File: config.mk
export PLATFORM = sky130hd
export DESIGN_NAME = nearest_dark_pixel_to_corners_top
export DESIGN_NICKNAME = d
export VERILOG_FILES = /design/src/hw/rtl/ndpc_pkg.sv /design/src/hw/rtl/nearest_dark_pixel_to_corners_top.sv /design/src/hw/rtl/ndpc_best.sv
export SDC_FILE = /design/constraint.sdc
export NUM_CORES = 2
export LEC_CHECK = 0
export BUFFER_PORTS_ARGS = -buffer_cell sky130_fd_sc_hd__buf_2
export CORE_ASPECT_RATIO = 0.7
export CORE_MARGIN = 3
export CORE_UTILIZATION = 70
export DETAILED_ROUTE_END_ITERATION = 10
export GPL_ROUTABILITY_DRIVEN = 0
export GPL_TIMING_DRIVEN = 0
export PLACE_DENSITY = 0.93
export SETUP_SLACK_MARGIN = 0.4
export SLEW_MARGIN = 20
export SYNTH_ARGS = -nofsm -noshare
export SYNTH_HDL_FRONTEND = slang
export SYNTH_SLANG_ARGS = --single-unit
File: constraint.sdc
create_clock -name aclk -period 14.8 [get_ports aclk]
set_input_delay 1.48 -clock aclk [delete_from_list [all_inputs] [get_ports aclk]]
set_output_delay 1.48 -clock aclk [all_outputs]
set_load 0.01 [all_outputs]
File: src/hw/rtl/ndpc_pkg.sv
// ndpc_pkg: shared constants and types for the nearest dark pixel to corners block
// no dependencies; imported by ndpc_best, nearest_dark_pixel_to_corners_top and its testbench

package ndpc_pkg;

    // default frame size limits
    localparam int DEF_MAX_WIDTH  = 4096;
    localparam int DEF_MAX_HEIGHT = 4096;

    // field and register widths
    localparam int PIX_W       = 8;
    localparam int DIM_CFG_W   = 13;
    localparam int THR_W       = 8;
    localparam int CFG_DATA_W  = 13;
    localparam int CFG_IDX_W   = 2;
    localparam int COORD_OUT_W = 12;
    localparam int NUM_CORNERS = 4;
    localparam int OUT_DATA_W  = 2 * NUM_CORNERS * COORD_OUT_W;

    // register reset values
    localparam logic [DIM_CFG_W-1:0] RST_FRAME_WIDTH    = DIM_CFG_W'(640);
    localparam logic [DIM_CFG_W-1:0] RST_FRAME_HEIGHT   = DIM_CFG_W'(480);
    localparam logic [THR_W-1:0]     RST_DARK_THRESHOLD = THR_W'(128);

    // register indexes
    typedef enum logic [CFG_IDX_W-1:0] {
        REG_FRAME_WIDTH    = 2'd0,
        REG_FRAME_HEIGHT   = 2'd1,
        REG_DARK_THRESHOLD = 2'd2
    } ndpc_reg_t;

    // control from the commit stage to each corner tracker
    typedef struct packed {
        logic dark_commit;  // a dark pixel is committed this cycle
        logic frame_end;    // the committed pixel closes the frame
    } ndpc_ctl_t;

endpackage

File: src/hw/rtl/nearest_dark_pixel_to_corners_top.sv
// nearest_dark_pixel_to_corners_top: raster pixel stream in, per-frame corner result out
// depends on ndpc_pkg and ndpc_best
//
//  channel   direction  ports                          contents
//  pixels    in         s_tvalid s_tready s_tdata      [7:0] pixel
//  result    out        m_tvalid m_tready m_tdata      corner coordinates, m_tuser any_dark
//  config    in         cfg_we cfg_index cfg_wdata     frame_width, frame_height, dark_threshold
//
// one pixel per cycle unless stalled; the result register follows stages 1 and 2
// pipeline: counters and edge offsets, then four squarers, then sum, compare and commit
// the input side stalls only while a frame result waits behind an untaken one
// reset loads register defaults and sets every minimum to infinite; no clearing pass

module nearest_dark_pixel_to_corners_top #(
    parameter int MAX_WIDTH  = ndpc_pkg::DEF_MAX_WIDTH,
    parameter int MAX_HEIGHT = ndpc_pkg::DEF_MAX_HEIGHT
) (
    input  logic                             aclk,
    input  logic                             aresetn,
    // pixel stream
    input  logic                             s_tvalid,
    output logic                             s_tready,
    input  logic [ndpc_pkg::PIX_W-1:0]       s_tdata,   // [7:0] pixel
    // result stream
    output logic                             m_tvalid,
    input  logic                             m_tready,
    // [11:0] top_left_x, [23:12] top_left_y, [35:24] top_right_x, [47:36] top_right_y,
    // [59:48] bottom_left_x, [71:60] bottom_left_y, [83:72] bottom_right_x,
    // [95:84] bottom_right_y
    output logic [ndpc_pkg::OUT_DATA_W-1:0]  m_tdata,
    output logic                             m_tuser,   // [0] any_dark
    // configuration writes
    input  logic                             cfg_we,
    input  logic [ndpc_pkg::CFG_IDX_W-1:0]   cfg_index,
    input  logic [ndpc_pkg::CFG_DATA_W-1:0]  cfg_wdata
);
    import ndpc_pkg::*;

    // coordinate, offset and distance widths
    localparam int XW   = $clog2(MAX_WIDTH);
    localparam int YW   = $clog2(MAX_HEIGHT);
    localparam int DXW  = $clog2(MAX_WIDTH + 1);
    localparam int DYW  = $clog2(MAX_HEIGHT + 1);
    localparam int SXW  = 2 * DXW;
    localparam int SYW  = 2 * DYW;
    localparam int DW   = ((SXW > SYW) ? SXW : SYW) + 1;
    localparam int CWX  = ((DIM_CFG_W > DXW) ? DIM_CFG_W : DXW) + 1;
    localparam int CWY  = ((DIM_CFG_W > DYW) ? DIM_CFG_W : DYW) + 1;
    localparam int CNX  = ((XW + 1) > DXW) ? (XW + 1) : DXW;
    localparam int CNY  = ((YW + 1) > DYW) ? (YW + 1) : DYW;

    localparam logic [CWX-1:0] MAXW_C = CWX'(MAX_WIDTH);
    localparam logic [CWY-1:0] MAXH_C = CWY'(MAX_HEIGHT);

    // configuration registers
    logic [DIM_CFG_W-1:0] frame_width_reg;
    logic [DIM_CFG_W-1:0] frame_height_reg;
    logic [THR_W-1:0]     dark_threshold_reg;

    always_ff @(posedge aclk) begin
        if (!aresetn) begin
            frame_width_reg    <= RST_FRAME_WIDTH;
            frame_height_reg   <= RST_FRAME_HEIGHT;
            dark_threshold_reg <= RST_DARK_THRESHOLD;
        end else if (cfg_we) begin
            unique case (cfg_index)
                REG_FRAME_WIDTH:    frame_width_reg    <= cfg_wdata;
                REG_FRAME_HEIGHT:   frame_height_reg   <= cfg_wdata;
                REG_DARK_THRESHOLD: dark_threshold_reg <= cfg_wdata[THR_W-1:0];
                default: ;
            endcase
        end
    end

    // effective frame size: zero reads as one, large values saturate
    logic [DXW-1:0] w_eff;
    logic [DYW-1:0] h_eff;

    always_comb begin
        if (frame_width_reg == '0) begin
            w_eff = DXW'(1);
        end else if (CWX'(frame_width_reg) > MAXW_C) begin
            w_eff = DXW'(MAX_WIDTH);
        end else begin
            w_eff = DXW'(frame_width_reg);
        end
        if (frame_height_reg == '0) begin
            h_eff = DYW'(1);
        end else if (CWY'(frame_height_reg) > MAXH_C) begin
            h_eff = DYW'(MAX_HEIGHT);
        end else begin
            h_eff = DYW'(frame_height_reg);
        end
    end

    // pipeline handshake
    logic p1_valid_reg, p2_valid_reg, p2_last_reg;
    logic m_tvalid_reg;
    logic advance, accept, commit;

    assign advance  = !(p2_valid_reg && p2_last_reg && m_tvalid_reg && !m_tready);
    assign s_tready = advance;
    assign accept   = s_tvalid && advance;
    assign commit   = advance && p2_valid_reg;

    // raster counters
    logic [XW-1:0]  col_reg;
    logic [YW-1:0]  row_reg;
    logic [CNX-1:0] col_inc;
    logic [CNY-1:0] row_inc;
    logic           row_wrap, frame_wrap;

    assign col_inc    = CNX'(col_reg) + CNX'(1);
    assign row_inc    = CNY'(row_reg) + CNY'(1);
    assign row_wrap   = col_inc >= CNX'(w_eff);
    assign frame_wrap = row_wrap && (row_inc >= CNY'(h_eff));

    always_ff @(posedge aclk) begin
        if (!aresetn) begin
            col_reg <= '0;
            row_reg <= '0;
        end else if (accept) begin
            if (row_wrap) begin
                col_reg <= '0;
                row_reg <= frame_wrap ? '0 : row_inc[YW-1:0];
            end else begin
                col_reg <= col_inc[XW-1:0];
            end
        end
    end

    // offsets to the right and bottom edges
    logic [DXW-1:0] dx_right;
    logic [DYW-1:0] dy_bottom;

    assign dx_right  = (w_eff >= DXW'(col_reg)) ? (w_eff - DXW'(col_reg))
                                                : (DXW'(col_reg) - w_eff);
    assign dy_bottom = (h_eff >= DYW'(row_reg)) ? (h_eff - DYW'(row_reg))
                                                : (DYW'(row_reg) - h_eff);

    // stage 1: classified pixel with its position and edge offsets
    logic           p1_dark_reg, p1_last_reg;
    logic [XW-1:0]  p1_col_reg;
    logic [YW-1:0]  p1_row_reg;
    logic [DXW-1:0] p1_dxr_reg;
    logic [DYW-1:0] p1_dyb_reg;

    always_ff @(posedge aclk) begin
        if (!aresetn) begin
            p1_valid_reg <= 1'b0;
        end else if (advance) begin
            p1_valid_reg <= s_tvalid;
        end
        if (accept) begin
            p1_dark_reg <= s_tdata <= dark_threshold_reg;
            p1_last_reg <= frame_wrap;
            p1_col_reg  <= col_reg;
            p1_row_reg  <= row_reg;
            p1_dxr_reg  <= dx_right;
            p1_dyb_reg  <= dy_bottom;
        end
    end

    // stage 2: squared offsets along each axis
    logic           p2_dark_reg;
    logic [XW-1:0]  p2_col_reg;
    logic [YW-1:0]  p2_row_reg;
    logic [SXW-1:0] sq_xl_reg, sq_xr_reg;
    logic [SYW-1:0] sq_yt_reg, sq_yb_reg;
    logic [DXW-1:0] dx_left;
    logic [DYW-1:0] dy_top;

    assign dx_left = DXW'(p1_col_reg);
    assign dy_top  = DYW'(p1_row_reg);

    always_ff @(posedge aclk) begin
        if (!aresetn) begin
            p2_valid_reg <= 1'b0;
            p2_last_reg  <= 1'b0;
        end else if (advance) begin
            p2_valid_reg <= p1_valid_reg;
            p2_last_reg  <= p1_valid_reg && p1_last_reg;
        end
        if (advance && p1_valid_reg) begin
            p2_dark_reg <= p1_dark_reg;
            p2_col_reg  <= p1_col_reg;
            p2_row_reg  <= p1_row_reg;
            sq_xl_reg   <= SXW'(dx_left) * SXW'(dx_left);
            sq_xr_reg   <= SXW'(p1_dxr_reg) * SXW'(p1_dxr_reg);
            sq_yt_reg   <= SYW'(dy_top) * SYW'(dy_top);
            sq_yb_reg   <= SYW'(p1_dyb_reg) * SYW'(p1_dyb_reg);
        end
    end

    // commit: distances to the four corners and running minima
    ndpc_ctl_t      ctl;
    logic [DW-1:0]  corner_dist [NUM_CORNERS];
    logic [XW-1:0]  pick_col [NUM_CORNERS];
    logic [YW-1:0]  pick_row [NUM_CORNERS];

    assign ctl.dark_commit = commit && p2_dark_reg;
    assign ctl.frame_end   = commit && p2_last_reg;

    assign corner_dist[0] = DW'(sq_xl_reg) + DW'(sq_yt_reg);
    assign corner_dist[1] = DW'(sq_xr_reg) + DW'(sq_yt_reg);
    assign corner_dist[2] = DW'(sq_xl_reg) + DW'(sq_yb_reg);
    assign corner_dist[3] = DW'(sq_xr_reg) + DW'(sq_yb_reg);

    for (genvar k = 0; k < NUM_CORNERS; k++) begin : g_corner
        ndpc_best #(
            .XW (XW),
            .YW (YW),
            .DW (DW)
        ) u_best (
            .aclk     (aclk),
            .aresetn  (aresetn),
            .ctl      (ctl),
            .sq_dist  (corner_dist[k]),
            .col      (p2_col_reg),
            .row      (p2_row_reg),
            .pick_col (pick_col[k]),
            .pick_row (pick_row[k])
        );
    end

    // dark pixel seen in this frame
    logic seen_dark_reg;
    logic seen_dark_now;

    assign seen_dark_now = seen_dark_reg || ctl.dark_commit;

    always_ff @(posedge aclk) begin
        if (!aresetn) begin
            seen_dark_reg <= 1'b0;
        end else if (ctl.frame_end) begin
            seen_dark_reg <= 1'b0;
        end else begin
            seen_dark_reg <= seen_dark_now;
        end
    end

    // result register, loaded by the frame's last transaction
    logic [OUT_DATA_W-1:0] m_tdata_reg;
    logic                  m_tuser_reg;

    always_ff @(posedge aclk) begin
        if (!aresetn) begin
            m_tvalid_reg <= 1'b0;
        end else if (ctl.frame_end) begin
            m_tvalid_reg <= 1'b1;
        end else if (m_tready) begin
            m_tvalid_reg <= 1'b0;
        end
        if (ctl.frame_end) begin
            for (int k = 0; k < NUM_CORNERS; k++) begin
                m_tdata_reg[2*k*COORD_OUT_W +: COORD_OUT_W]     <= COORD_OUT_W'(pick_col[k]);
                m_tdata_reg[(2*k+1)*COORD_OUT_W +: COORD_OUT_W] <= COORD_OUT_W'(pick_row[k]);
            end
            m_tuser_reg <= seen_dark_now;
        end
    end

    assign m_tvalid = m_tvalid_reg;
    assign m_tdata  = m_tdata_reg;
    assign m_tuser  = m_tuser_reg;

endmodule

File: src/hw/rtl/ndpc_best.sv
// ndpc_best: running strict minimum of squared distance for one reference corner
// depends on ndpc_pkg for the control struct

module ndpc_best #(
    parameter int XW = 12,
    parameter int YW = 12,
    parameter int DW = 27
) (
    input  logic                 aclk,
    input  logic                 aresetn,
    input  ndpc_pkg::ndpc_ctl_t  ctl,
    input  logic [DW-1:0]        sq_dist,
    input  logic [XW-1:0]        col,
    input  logic [YW-1:0]        row,
    output logic [XW-1:0]        pick_col,
    output logic [YW-1:0]        pick_row
);
    import ndpc_pkg::*;

    logic [DW-1:0] best_dist_reg, best_dist_next;
    logic [XW-1:0] best_col_reg, best_col_next;
    logic [YW-1:0] best_row_reg, best_row_next;
    logic          take;

    // strict less-than keeps the earliest pixel on a tie
    assign take = ctl.dark_commit && (sq_dist < best_dist_reg);

    // winner including the pixel committed this cycle
    assign pick_col = take ? col : best_col_reg;
    assign pick_row = take ? row : best_row_reg;

    // clear at frame end, otherwise track the minimum
    always_comb begin
        best_dist_next = best_dist_reg;
        best_col_next  = best_col_reg;
        best_row_next  = best_row_reg;
        if (ctl.frame_end) begin
            best_dist_next = '1;
            best_col_next  = '0;
            best_row_next  = '0;
        end else if (take) begin
            best_dist_next = sq_dist;
            best_col_next  = col;
            best_row_next  = row;
        end
    end

    always_ff @(posedge aclk) begin
        if (!aresetn) begin
            best_dist_reg <= '1;
            best_col_reg  <= '0;
            best_row_reg  <= '0;
        end else begin
            best_dist_reg <= best_dist_next;
            best_col_reg  <= best_col_next;
            best_row_reg  <= best_row_next;
        end
    end

endmodule

==> metrics.txt <==
most common cell after layout, fill and taps aside=inv_1; Core Region=0.06247 mm2; max_cap viols=0; crit path DAT=7.37 ns; via count=34870; DRC=0; commonest non-fill, non-tap cells in the layout=831 x inv_1, 537 x ha_1, 392 x nand2_1; wire per inst=20.87 um; crit path capture type=flop; Max-Slew Margin vs Limit=0.3133; Antenna Nets Post-Route=0; Cell Area, Synth=0.04484 mm2; Setup violations, final=0; first-pass GRT wire length=188.7 mm; CP required=around 15 ns; total power draw=approximately 10 mW; ys flop type=edfxtp_1; router iterations before antenna repair=6; Setup Buffers After CTS=0; Mean Syn Cell Area=9.749 um2; share of async-settable or async-resettable flops after synthesis=0; number of global-route vias before repair=about 36000; PD cells=207.4 mW/mm2; Fin. Hold Viols=0; initial drt markers=3913; Hold Crit Class=reg -> reg; Clock Pin Slew Worst Setup and Hold Paths=0.07 ns; Layout Skew=0.04196 ns; row cnt=76; Post-synth EDFFs=268; Setup crit start kind=flop; Layout Cell Area excl Fill=0.04837 mm2; sequential share of the synthesized area=0.2982; status=complete, no violations; max-slew violations=0; post-synthesis instance total=4600; hold_ws=0.3943 ns; remaining global-route overflow=0; leakage power=23.96 nW; Post-Layout Cell Count=5645; initial antenna violation count=7; detailed-placement wirelength estimate=89.23 mm; Slew @ Worst Pin=slightly above 1 ns; Clock Latency Late Sink=0.62 ns; Die ar.=roughly 0.067 mm2; PostCTS Resize Cnt=0; syn_nets=5519; clock buffer depth=3; layout cell share with drive strength beyond 1=0.07919; largest net degree at the start of global routing=58; TNS Setup=0 ns; die extent in y=217.8 um; I/O Pins=127; nets@finish=around 5700; fmax=0.1430 GHz; Final Cycle Share=0.4725; unrepaired setup endpoints after global routing=no; CTS Hold Bufs=0; Vias/cell=between 6 and 7; Seq cells post-synth=534; H-tree level count=2; WL final=117.8 mm; CTS tree=yes; count of cell types in the netlist=89; GRT Overall Usage=0.3545; max reg flops=107; # port buffers=126; clock sinks=around 530; min cycle time layout=6.992 ns; die width=308.5 um; Peak supply drop=0.3538 mV; initial core utilization=0.7178; Ys Warns=0; placed cell areas=0.04664 mm2; area delta synth->final=7.865%; worst-path fanout max=10; clk root buf=clkbuf_16; DP Cell Count=5551; CTS buffer count=49; Crit Path Category=reg -> reg; fillers=3665
-- cells in the mapped netlist (all sizes together) (14+ instances only) --
master | count | area [um2]
a21o | 111 | 833.3
dfxtp | 266 | 5325
nor3 | 49 | 245.2
o21bai | 20 | 150.1
edfxtp | 268 | 8048
nand2b | 33 | 214.0
nor2b | 57 | 364.1
a211oi | 30 | 242.7
nand2 | 392 | 1471
a31oi | 21 | 131.4
xor2 | 68 | 595.6
or2 | 14 | 87.58
o211ai | 73 | 548.0
ha | 537 | 6719
clkbuf | 120 | 450.4
nand3 | 63 | 315.3
and2 | 247 | 1550
a21oi | 159 | 795.8
xnor2 | 160 | 1401
nand4 | 18 | 112.6
o21a | 34 | 255.2
o21ai | 123 | 619.4
o31ai | 16 | 148.9
a21boi | 44 | 330.3
nor2 | 173 | 649.4
and3 | 33 | 206.5
mux2i | 23 | 230.2
fa | 354 | 7087
mux2 | 103 | 1231
buf | 19 | 126.4
inv | 831 | 3119
-- layer usage --
layer,GRT usage,part of all wire,routed length (um)
met2,0.5713,0.45,53250
met1,0.4787,0.38,45270
met5,0,0.00011,13
met3,0.06291,0.12,13820
met4,0.1428,0.047,5487
-- layout make-up --
class                           count  area, um2  share of cell area
Clock buffer                       62       1346             0.02783
Buffer                            139      576.8             0.01192
Antenna cell                        2      5.005           0.0001035
Clock inverter                     30      381.6            0.007889
Timing Repair Buffer              132      758.2             0.01568
Sequential cell                   534      13370              0.2765
Tap cell                          819       1025             0.02118
Multi-Input combinational cell   3095      27780              0.5743
Inverter                          832       3124             0.06459
-- through the flow --
step / utilization / worst slack (ns)
3_5_place_dp: 0.7465 / 8.062
5_1_grt: 0.7742 / 7.504
4_1_cts: 0.7742 / 7.986
6_report: 0.7743 / 7.808
2_1_floorplan: - / 7.940
3_3_place_gp: 0.7443 / 5.527
-- worst max-delay path: stages, from the launching register on --
cell      delay, ns
edfxtp_1       0.32
clkbuf_1       0.45
inv_1          0.28
nor2_1         0.27
inv_1          0.08
fa_1           0.48
inv_1          0.05
fa_1           0.53
inv_1          0.05
fa_1           0.48
inv_1          0.06
fa_1           0.48
inv_1          0.06
fa_1           0.47
inv_1          0.04
ha_1           0.31
and3_1         0.22
a221oi_1       0.50
o31a_1         0.27
a21oi_1        0.11
o31ai_1        0.61
o21ai_0        0.18
a21oi_1        0.20
xnor2_1        0.24
-- cell families after synthesis --
| family | count (synthesis) | share of synthesized area |
|---|---|---|
| AOI/OAI and AO/OA | 720 | 0.1092 |
| xor gates and xnor gates | 228 | 0.04453 |
| adders and majority gates | 891 | 0.3079 |
| buffers and inverters | 971 | 0.08250 |
| DFF | 534 | 0.2982 |
| muxes | 126 | 0.03259 |
| and+or+nand+nor | 1130 | 0.1251 |
-- power breakdown --
group          switching, mW  internal, mW  leakage (nW)  total, mW
Sequential             0.178          1.94          4.63       2.12
Combinational           3.83          2.69          18.5       6.52
Clock                  0.629         0.764         0.848       1.39
Total                   4.64          5.39          24.0       10.0
-- worst paths after layout --
kind	from	slack (ns)	cells past startpoint	to
hold / removal	p1_dark_reg	0.39	0	p2_dark_reg
hold reg to reg	p1_dark_reg	0.39	0	p2_dark_reg
setup / recovery	p1_dxr_reg[9]	7.81	23	sq_xr_reg[25]
setup reg to reg	p1_dxr_reg[9]	7.81	23	sq_xr_reg[25]
No activity file was read; power rests on OpenSTA's default activity.
